[src/rtl/zoom_focal_length_interpolator_macros.svh]
// Assertion macros shared by the zoom focal length interpolator RTL.
`ifndef ZOOM_FOCAL_LENGTH_INTERPOLATOR_MACROS_SVH
`define ZOOM_FOCAL_LENGTH_INTERPOLATOR_MACROS_SVH

`ifndef NO_ASSERTIONS

// Same-cycle implication, disabled while reset is asserted.
`define ZFL_ASSERT_IMPLY(label, clk, rst_n, ante, cons) \
    label: assert property (@(posedge clk) disable iff (!rst_n) (ante) |-> (cons)) \
        else $error("zfl: same-cycle check failed");

// Next-cycle implication, disabled while reset is asserted.
`define ZFL_ASSERT_NEXT(label, clk, rst_n, ante, cons) \
    label: assert property (@(posedge clk) disable iff (!rst_n) (ante) |=> (cons)) \
        else $error("zfl: next-cycle check failed");

`else

`define ZFL_ASSERT_IMPLY(label, clk, rst_n, ante, cons)
`define ZFL_ASSERT_NEXT(label, clk, rst_n, ante, cons)

`endif

`endif

[src/rtl/zfl_pkg.sv]
// Package with the breakpoint ROM, widths and scaling constants of the interpolator.
`timescale 1ns / 1ps

package zfl_pkg;

    // Field widths.
    localparam int STEP_W = 7;
    localparam int FL_W   = 16;
    localparam int EFL_W  = 19;
    localparam int ZX_W   = 7;

    // Breakpoint ROM size and segment index width.
    localparam int ROM_ROWS             = 18;
    localparam int IDX_W                = 5;
    localparam int BREAKPOINT_COUNT_DEF = 18;

    // Interpolation product and reciprocal formats.
    localparam int X_W          = STEP_W + FL_W;
    localparam int RECIP_W      = 25;
    localparam int RECIP_SHIFT  = 24;

    // Equivalent focal length: fl * 6035 / 1000 == floor(fl * EFL_MULT / 2^24).
    localparam int EFL_MULT_W = 27;
    localparam int EFL_SHIFT  = 24;
    localparam logic [EFL_MULT_W-1:0] EFL_MULT = 27'd101250499;

    // Zoom factor: fl * 10 / 6500 == fl / 650 == floor(fl * ZX_MULT / 2^26).
    localparam int ZX_MULT_W = 17;
    localparam int ZX_SHIFT  = 26;
    localparam logic [ZX_MULT_W-1:0] ZX_MULT = 17'd103245;

    // Largest zoom factor the table can produce.
    localparam logic [ZX_W-1:0] ZX_MAX = 7'd100;

    // Breakpoint zoom steps, ascending.
    localparam logic [STEP_W-1:0] BP_STEP [ROM_ROWS] = '{
        7'd0,   7'd1,   7'd2,   7'd3,   7'd4,   7'd5,   7'd7,   7'd9,   7'd11,
        7'd14,  7'd19,  7'd41,  7'd64,  7'd72,  7'd86,  7'd105, 7'd107, 7'd124
    };

    // Breakpoint focal lengths in micrometers.
    localparam logic [FL_W-1:0] BP_FL [ROM_ROWS] = '{
        16'd6500,  16'd6803,  16'd6934,  16'd7067,  16'd7203,  16'd7340,
        16'd7620,  16'd7908,  16'd8207,  16'd8665,  16'd9472,  16'd13743,
        16'd20189, 16'd23145, 16'd29387, 16'd40494, 16'd41960, 16'd65000
    };

    // Reciprocal ceil(2^24 / step span) of the segment that starts at each row.
    // Exact for every product the table can form; the last row starts no segment.
    localparam logic [RECIP_W-1:0] SEG_RECIP [ROM_ROWS] = '{
        25'd16777216, 25'd16777216, 25'd16777216, 25'd16777216, 25'd16777216,
        25'd8388608,  25'd8388608,  25'd8388608,  25'd5592406,  25'd3355444,
        25'd762601,   25'd729445,   25'd2097152,  25'd1198373,  25'd883012,
        25'd8388608,  25'd986896,   25'd0
    };

    // Segment index and step handed from the search stage to interpolation.
    typedef struct packed {
        logic [STEP_W-1:0] step;
        logic [IDX_W-1:0]  idx;
        logic              last;
    } t_seg_item;

    // Number of ROM rows in use for a given breakpoint count.
    function automatic int rows_used(input int count);
        int n;
        n = count;
        if (n < 2) begin
            n = 2;
        end
        if (n > ROM_ROWS) begin
            n = ROM_ROWS;
        end
        return n;
    endfunction

    // Focal length rise across the segment that starts at a row. A flat or
    // falling segment, or one of zero step span, rises by nothing.
    function automatic logic [FL_W-1:0] seg_delta(input logic [IDX_W-1:0] idx);
        logic [FL_W-1:0]  d;
        logic [IDX_W-1:0] nxt;
        d   = '0;
        nxt = idx + 1'b1;
        if (idx < IDX_W'(ROM_ROWS - 1)) begin
            if ((BP_STEP[nxt] > BP_STEP[idx]) && (BP_FL[nxt] >= BP_FL[idx])) begin
                d = BP_FL[nxt] - BP_FL[idx];
            end
        end
        return d;
    endfunction

endpackage

[src/rtl/zoom_focal_length_interpolator.sv]
// Top level of the zoom focal length interpolator.
//
// Usage: the input channel (i_valid, o_ready, i_zoom_step) carries one zoom
// step per transaction. The output channel (o_valid, i_ready) returns one
// transaction per input with the interpolated focal length, the 35 mm
// equivalent focal length and the zoom factor in tenths.
// Pipeline: five register stages (segment search, offset product, reciprocal
// multiply, sum, scaling) that each step passes through in this order.
// Throughput: one transaction per cycle while the receiver does not stall;
// every stage is a plain register with its own valid bit and nothing is
// shared between transactions.
// Reset clears all valid bits; the breakpoint table is constant, so the block
// is ready in the first cycle after reset.
// When the receiver stalls, the output holds its transaction and the stages
// behind it keep filling their empty slots; o_ready drops only when every
// stage holds a transaction.
`timescale 1ns / 1ps
`include "zoom_focal_length_interpolator_macros.svh"

module zoom_focal_length_interpolator #(
    parameter int BREAKPOINT_COUNT = zfl_pkg::BREAKPOINT_COUNT_DEF
) (
    input  logic                       i_clk,
    input  logic                       i_rst_n,
    input  logic                       i_valid,
    output logic                       o_ready,
    input  logic [zfl_pkg::STEP_W-1:0] i_zoom_step,
    output logic                       o_valid,
    input  logic                       i_ready,
    output logic [zfl_pkg::FL_W-1:0]   o_focal_length,
    output logic [zfl_pkg::EFL_W-1:0]  o_equivalent_focal_length,
    output logic [zfl_pkg::ZX_W-1:0]   o_zoom_factor_tenths
);
    import zfl_pkg::*;

    logic            w_seg_valid;
    logic            w_seg_ready;
    t_seg_item       w_seg;
    logic            w_fl_valid;
    logic            w_fl_ready;
    logic [FL_W-1:0] w_fl;

    // Segment search.
    zfl_seg_search #(
        .BREAKPOINT_COUNT(BREAKPOINT_COUNT)
    ) u_seg_search (
        .i_clk   (i_clk),
        .i_rst_n (i_rst_n),
        .i_valid (i_valid),
        .o_ready (o_ready),
        .i_step  (i_zoom_step),
        .o_valid (w_seg_valid),
        .i_ready (w_seg_ready),
        .o_seg   (w_seg)
    );

    // Interpolation within the segment.
    zfl_interp u_interp (
        .i_clk   (i_clk),
        .i_rst_n (i_rst_n),
        .i_valid (w_seg_valid),
        .o_ready (w_seg_ready),
        .i_seg   (w_seg),
        .o_valid (w_fl_valid),
        .i_ready (w_fl_ready),
        .o_fl    (w_fl)
    );

    // Derived outputs and output register.
    zfl_scale u_scale (
        .i_clk   (i_clk),
        .i_rst_n (i_rst_n),
        .i_valid (w_fl_valid),
        .o_ready (w_fl_ready),
        .i_fl    (w_fl),
        .o_valid (o_valid),
        .i_ready (i_ready),
        .o_fl    (o_focal_length),
        .o_efl   (o_equivalent_focal_length),
        .o_zx    (o_zoom_factor_tenths)
    );

    // An accepted step always lands in the search stage.
    `ZFL_ASSERT_NEXT(a_accept_loads, i_clk, i_rst_n, i_valid && o_ready, w_seg_valid)

    // A ready receiver lets every stage advance, so the input is ready too.
    `ZFL_ASSERT_IMPLY(a_ready_chain, i_clk, i_rst_n, i_ready, o_ready)

    // Results stay within the table's span.
    `ZFL_ASSERT_IMPLY(a_fl_range, i_clk, i_rst_n, o_valid, (o_focal_length >= BP_FL[0]) && (o_focal_length <= BP_FL[ROM_ROWS-1]))

    // The zoom factor never exceeds ten times.
    `ZFL_ASSERT_IMPLY(a_zx_range, i_clk, i_rst_n, o_valid, o_zoom_factor_tenths <= ZX_MAX)

endmodule

[src/rtl/zfl_seg_search.sv]
// Pipeline stage that finds the breakpoint segment holding a zoom step.
`timescale 1ns / 1ps

module zfl_seg_search #(
    parameter int BREAKPOINT_COUNT = zfl_pkg::BREAKPOINT_COUNT_DEF
) (
    input  logic                       i_clk,
    input  logic                       i_rst_n,
    input  logic                       i_valid,
    output logic                       o_ready,
    input  logic [zfl_pkg::STEP_W-1:0] i_step,
    output logic                       o_valid,
    input  logic                       i_ready,
    output zfl_pkg::t_seg_item         o_seg
);
    import zfl_pkg::*;

    localparam int ROWS_USED = rows_used(BREAKPOINT_COUNT);

    logic             r_valid;
    t_seg_item        r_seg;
    t_seg_item        n_seg;
    logic             w_en;
    logic [IDX_W-1:0] w_idx;

    // The stage loads when it is empty or its content moves on.
    assign w_en    = !r_valid || i_ready;
    assign o_ready = w_en;

    // Count the used breakpoints above the first that lie at or below the step;
    // that count is the lower row of the segment.
    always_comb begin
        w_idx = '0;
        for (int i = 1; i < ROWS_USED; i++) begin
            if (i_step >= BP_STEP[i]) begin
                w_idx = w_idx + 1'b1;
            end
        end
        n_seg.step = i_step;
        n_seg.idx  = w_idx;
        n_seg.last = (w_idx == IDX_W'(ROWS_USED - 1));
    end

    // Valid bit.
    always_ff @(posedge i_clk) begin
        if (!i_rst_n) begin
            r_valid <= 1'b0;
        end else if (w_en) begin
            r_valid <= i_valid;
        end
    end

    // Payload.
    always_ff @(posedge i_clk) begin
        if (w_en) begin
            r_seg <= n_seg;
        end
    end

    assign o_valid = r_valid;
    assign o_seg   = r_seg;

endmodule

[src/rtl/zfl_interp.sv]
// Three-stage linear interpolation inside the selected breakpoint segment.
`timescale 1ns / 1ps

module zfl_interp (
    input  logic                     i_clk,
    input  logic                     i_rst_n,
    input  logic                     i_valid,
    output logic                     o_ready,
    input  zfl_pkg::t_seg_item       i_seg,
    output logic                     o_valid,
    input  logic                     i_ready,
    output logic [zfl_pkg::FL_W-1:0] o_fl
);
    import zfl_pkg::*;

    localparam int QP_W = X_W + RECIP_W;

    // Stage registers: offset product, quotient, and final sum.
    logic               r_valid_x;
    logic               r_valid_q;
    logic               r_valid_f;
    logic [X_W-1:0]     r_x;
    logic [RECIP_W-1:0] r_recip;
    logic [FL_W-1:0]    r_base_x;
    logic [FL_W-1:0]    r_q;
    logic [FL_W-1:0]    r_base_q;
    logic [FL_W-1:0]    r_fl;

    logic [X_W-1:0]     n_x;
    logic [FL_W-1:0]    n_q;
    logic [FL_W-1:0]    n_fl;
    logic [STEP_W-1:0]  w_off;
    logic [FL_W-1:0]    w_delta;
    logic [QP_W-1:0]    w_qprod;
    logic               w_en_x;
    logic               w_en_q;
    logic               w_en_f;

    // Each stage loads when empty or when the stage after it loads.
    assign w_en_f  = !r_valid_f || i_ready;
    assign w_en_q  = !r_valid_q || w_en_f;
    assign w_en_x  = !r_valid_x || w_en_q;
    assign o_ready = w_en_x;

    // Offset into the segment times the segment rise. A step at or past the
    // last used breakpoint adds nothing and returns that breakpoint's value.
    always_comb begin
        w_off   = i_seg.step - BP_STEP[i_seg.idx];
        w_delta = seg_delta(i_seg.idx);
        if (i_seg.last) begin
            n_x = '0;
        end else begin
            n_x = X_W'(w_off) * X_W'(w_delta);
        end
    end

    // Division by the step span through its exact reciprocal.
    assign w_qprod = QP_W'(r_x) * QP_W'(r_recip);
    assign n_q     = w_qprod[RECIP_SHIFT +: FL_W];

    // Interpolated value never exceeds the upper breakpoint, so it fits.
    assign n_fl = r_base_q + r_q;

    // Valid bits.
    always_ff @(posedge i_clk) begin
        if (!i_rst_n) begin
            r_valid_x <= 1'b0;
            r_valid_q <= 1'b0;
            r_valid_f <= 1'b0;
        end else begin
            if (w_en_x) begin
                r_valid_x <= i_valid;
            end
            if (w_en_q) begin
                r_valid_q <= r_valid_x;
            end
            if (w_en_f) begin
                r_valid_f <= r_valid_q;
            end
        end
    end

    // Payload.
    always_ff @(posedge i_clk) begin
        if (w_en_x) begin
            r_x      <= n_x;
            r_recip  <= SEG_RECIP[i_seg.idx];
            r_base_x <= BP_FL[i_seg.idx];
        end
        if (w_en_q) begin
            r_q      <= n_q;
            r_base_q <= r_base_x;
        end
        if (w_en_f) begin
            r_fl <= n_fl;
        end
    end

    assign o_valid = r_valid_f;
    assign o_fl    = r_fl;

endmodule

[src/rtl/zfl_scale.sv]
// Output stage that derives the equivalent focal length and zoom factor.
`timescale 1ns / 1ps

module zfl_scale (
    input  logic                      i_clk,
    input  logic                      i_rst_n,
    input  logic                      i_valid,
    output logic                      o_ready,
    input  logic [zfl_pkg::FL_W-1:0]  i_fl,
    output logic                      o_valid,
    input  logic                      i_ready,
    output logic [zfl_pkg::FL_W-1:0]  o_fl,
    output logic [zfl_pkg::EFL_W-1:0] o_efl,
    output logic [zfl_pkg::ZX_W-1:0]  o_zx
);
    import zfl_pkg::*;

    localparam int EP_W = FL_W + EFL_MULT_W;
    localparam int ZP_W = FL_W + ZX_MULT_W;

    logic             r_valid;
    logic [FL_W-1:0]  r_fl;
    logic [EFL_W-1:0] r_efl;
    logic [ZX_W-1:0]  r_zx;
    logic [EP_W-1:0]  w_eprod;
    logic [ZP_W-1:0]  w_zprod;
    logic             w_en;

    // The output register takes a new transaction when empty or being taken.
    assign w_en    = !r_valid || i_ready;
    assign o_ready = w_en;

    // Constant divisions as multiplications by exact reciprocals.
    assign w_eprod = EP_W'(i_fl) * EP_W'(EFL_MULT);
    assign w_zprod = ZP_W'(i_fl) * ZP_W'(ZX_MULT);

    // Valid bit.
    always_ff @(posedge i_clk) begin
        if (!i_rst_n) begin
            r_valid <= 1'b0;
        end else if (w_en) begin
            r_valid <= i_valid;
        end
    end

    // Payload.
    always_ff @(posedge i_clk) begin
        if (w_en) begin
            r_fl  <= i_fl;
            r_efl <= w_eprod[EFL_SHIFT +: EFL_W];
            r_zx  <= w_zprod[ZX_SHIFT +: ZX_W];
        end
    end

    assign o_valid = r_valid;
    assign o_fl    = r_fl;
    assign o_efl   = r_efl;
    assign o_zx    = r_zx;

endmodule

[config.mk]
export PLATFORM = sky130hd
export DESIGN_NAME = zoom_focal_length_interpolator
export DESIGN_NICKNAME = d
export VERILOG_FILES = /design/src/rtl/zfl_pkg.sv /design/src/rtl/zoom_focal_length_interpolator.sv /design/src/rtl/zfl_seg_search.sv /design/src/rtl/zfl_interp.sv /design/src/rtl/zfl_scale.sv
export VERILOG_INCLUDE_DIRS = /design/src /design/src/rtl
export SDC_FILE = /design/constraint.sdc
export NUM_CORES = 2
export LEC_CHECK = 0
export BUFFER_PORTS_ARGS = -buffer_cell sky130_fd_sc_hd__buf_4
export CORE_MARGIN = 10
export CORE_UTILIZATION = 55
export DETAILED_ROUTE_END_ITERATION = 8
export PLACE_DENSITY = 0.8
export SYNTH_ARGS = -nofsm -noshare
export SYNTH_HDL_FRONTEND = slang
export SYNTH_SLANG_ARGS = --single-unit
[constraint.sdc]
create_clock -name i_clk -period 12.49 [get_ports i_clk]
set_input_delay 3.747 -clock i_clk [delete_from_list [all_inputs] [get_ports i_clk]]
set_output_delay 3.747 -clock i_clk [all_outputs]
set_load 0.05 [all_outputs]
==> reports/qor.yml <==
worst_setup_path:
  worstPathRequired_ns: 12.74
  slowest_stage: "or4_4"
  cpPeakStageDelay_ns: 0.53
  critPathCaptureType: "flop"
  crit_path_start: "i_zoom_step[6]"
  worstReg2RegStart: "u_seg_search.o_seg[2]"
  cp-start-kind: "input port"
  path_class: "input port to flop"
  path_delay_family: "simple AND/OR/NAND/NOR gates"
  cp.buffers_inverters: 2
  cp_max_fo: 3
  crit_path_frequent_cell: "ha_1"
  arrival_ns: 12.42
clock_tree:
  ctsLongestPathBuffers: 2
  cts_max_level: 4
  cts_buffers: 17
  insertion_delay_ns: 0.50
  cts.sink_count: 169
  cts_tree: "built"
  path_clk_slew_ns: 0.08
  cts_root_buf: "clkbuf_16"
min_path:
  hold_start: "u_interp.r_base_x[14]"
  hold_path_class: "flop to flop"
yosys:
  async_flop_share_pct: 0
  yosysMostFrequentCell: "inv_1"
  synth-seq-cells: 169
  syn_avg_cell_area_sq_um: 9.47
  synthesis.nets: 5361
  synth_common_cells: "930 x inv_1, 712 x fa_1, 505 x ha_1, 439 x nand2_1, 193 x and2_1"
  yosysTopAreaCellShare_pct: 36.4
  ys_warn_count: 0
  syn_inst: 4133
  synth_edf_count: 164
  synthFlopType: "edfxtp_1"
  synth_top_area_cell: "fa_1"
  syn-cell-area_sq_um: 39100
  synth.area.top_cells: "fa_1 36%, ha_1 16%, edfxtp_1 13%"
  ys_types: 93
  yosysSeqAreaShare_pct: 12.8
global_routing:
  grt_overflow: 0
  grt_max_degree: 62
  grt_pass1_vias: 30835
  grt_pass1_wl_um: 163000
  antenna_found_initial: 0
  grt_usage_pct: 25.0
timing:
  rsz0062_at_grt: "true"
  slew_headroom_pct: 25.9
  setup_violations: 0
  hold_viol: 0
  hold_ws_ns: 0.419
  final-max-slew-violation-count: 0
  min_period_over_period_pct: 97.4
  fin_skew_ns: 0.0147
  tightest_slew_ns: 1.11
  fin_crit_ns: 12.17
  fmax_ghz: 0.0822
job:
  drv_cap: 0
finish:
  layout-drive-gt1-share_pct: 6.07
  finalInstanceArea_sq_um: 41600
  finalCoreUtilization_pct: 59.2
  area_growth_pct: 6.34
  diodes: 0
  fin_cells: 5109
  final_nets: 5384
floorplanning:
  die_w_um: 287
  die_area_sq_um: 82200
  die_h_um: 287
  io_pins: 55
  placementRows: 97
  core_area_sq_um: 70300
  start_util_pct: 55.7
drt:
  vias_per_cell: 5.70
  drc: 0
  postRouteAntennaNets: 0
  via_count: 29143
  wl_per_cell_um: 19.5
  routed_wl_um: 99800
  drt_iter0_markers: 2615
  dr.pass1.iters: 6
placed_design:
  place_inst: 5072
  place.gp.congestion: 0.948
  hpwl_um: 79400
  portBuffers: 54
  detailed_place.area_sq_um: 40900
status:
  status: "finished, final reports clean"
layer usage:
metal / share of wire (%) / GRT usage, % / wire [um] / vias to the layer above
li1: - / - / - / 12931
met1: 38 / 31.2 / 37800 / 14480
met2: 48 / 41.7 / 48200 / 1437
met3: 9.5 / 5.23 / 9530 / 295
met4: 4.3 / 10.5 / 4330 / 0
met5: 0 / 0 / 0 / -
flip-flops by register name, summed over array words and instances (netlist names):
| signal | count |
|---|---|
| u_scale.o_efl | 19 |
| u_scale.o_valid | 1 |
| u_interp.o_valid | 1 |
| u_scale.o_zx | 7 |
| u_interp.o_fl | 16 |
| u_interp.r_base_q | 16 |
| u_interp.r_q | 16 |
| u_interp.r_x | 23 |
| u_scale.o_fl | 16 |
| u_interp.r_recip | 22 |
| u_interp.r_base_x | 16 |
| u_interp.r_valid_x | 1 |
| u_seg_search.o_seg | 13 |
| u_seg_search.o_valid | 1 |
| u_interp.r_valid_q | 1 |
through the flow:
stage	worst slack [ns]	TNS [ns]
2_1_floorplan	0.00411	0
3_3_place_gp	-0.197	-0.221
3_5_place_dp	-0.305	-0.424
4_1_cts	0.208	0
5_1_grt	-0.193	-0.202
6_report	0.324	0
layout by cell type, fill, tap and decap left out, types with 7 or more instances in the layout:
cell type / count
nand2b_1: 20
o21ai_0: 107
o221ai_1: 7
ha_1: 499
edfxtp_1: 164
inv_1: 929
o21a_1: 17
o211ai_1: 8
o21bai_1: 10
xor2_1: 45
a21o_1: 43
mux2i_1: 7
nor3_1: 42
nand4_1: 17
nor3b_1: 8
o21ai_1: 11
buf_4: 143
a21boi_0: 17
clkbuf_16: 17
nor2b_1: 27
a31oi_1: 14
a21oi_1: 129
nand2_1: 437
xnor2_1: 97
nor2_1: 180
a211oi_1: 17
and3_1: 9
or3_1: 9
and2_1: 193
or2_2: 18
nand3_1: 57
fa_1: 712
path summary, 6_finish.rpt:
check,end,slack (ns),cells after the start
worst min-delay path,u_interp.r_base_q[14],0.42,0
worst max-delay path,u_seg_search.o_seg[0],0.32,47
worst max register to register,u_interp.r_x[22],1.40,41
worst min register to register,u_interp.r_base_q[14],0.42,0
logic make-up (layout without fill, tap and decap cells):
| family | after synthesis | after routing | synth area share, % |
|---|---|---|---|
| flops | 169 | 169 | 12.8 |
| compound gates | 445 | 445 | 7.20 |
| buf+inv | 1074 | 1110 | 10.4 |
| fa+ha+maj | 1218 | 1218 | 52.6 |
| simple gates | 1057 | 1057 | 12.8 |
| mux | 16 | 16 | 0.438 |
| xor+xnor | 154 | 154 | 3.74 |
cell type report:
type / instances / area [sq um]
Clock buffer: 17 / 425
Clock inverter: 15 / 174
Fill cell: 5759 / 28700
Inverter: 935 / 3510
Multi-Input combinational cell: 2890 / 30200
Sequential cell: 169 / 5020
Tap cell: 940 / 1180
Timing Repair Buffer: 143 / 1070
repair_timing:
item	in CTS	in global routing
buffers inserted	0	5
hold buffers	0	0
gates resized for setup	0	23
endpoints found under the setup margin	0	3
Power is not shown: default switching activity piles up to over one toggle a cycle in this logic, so the estimate is an artifact.
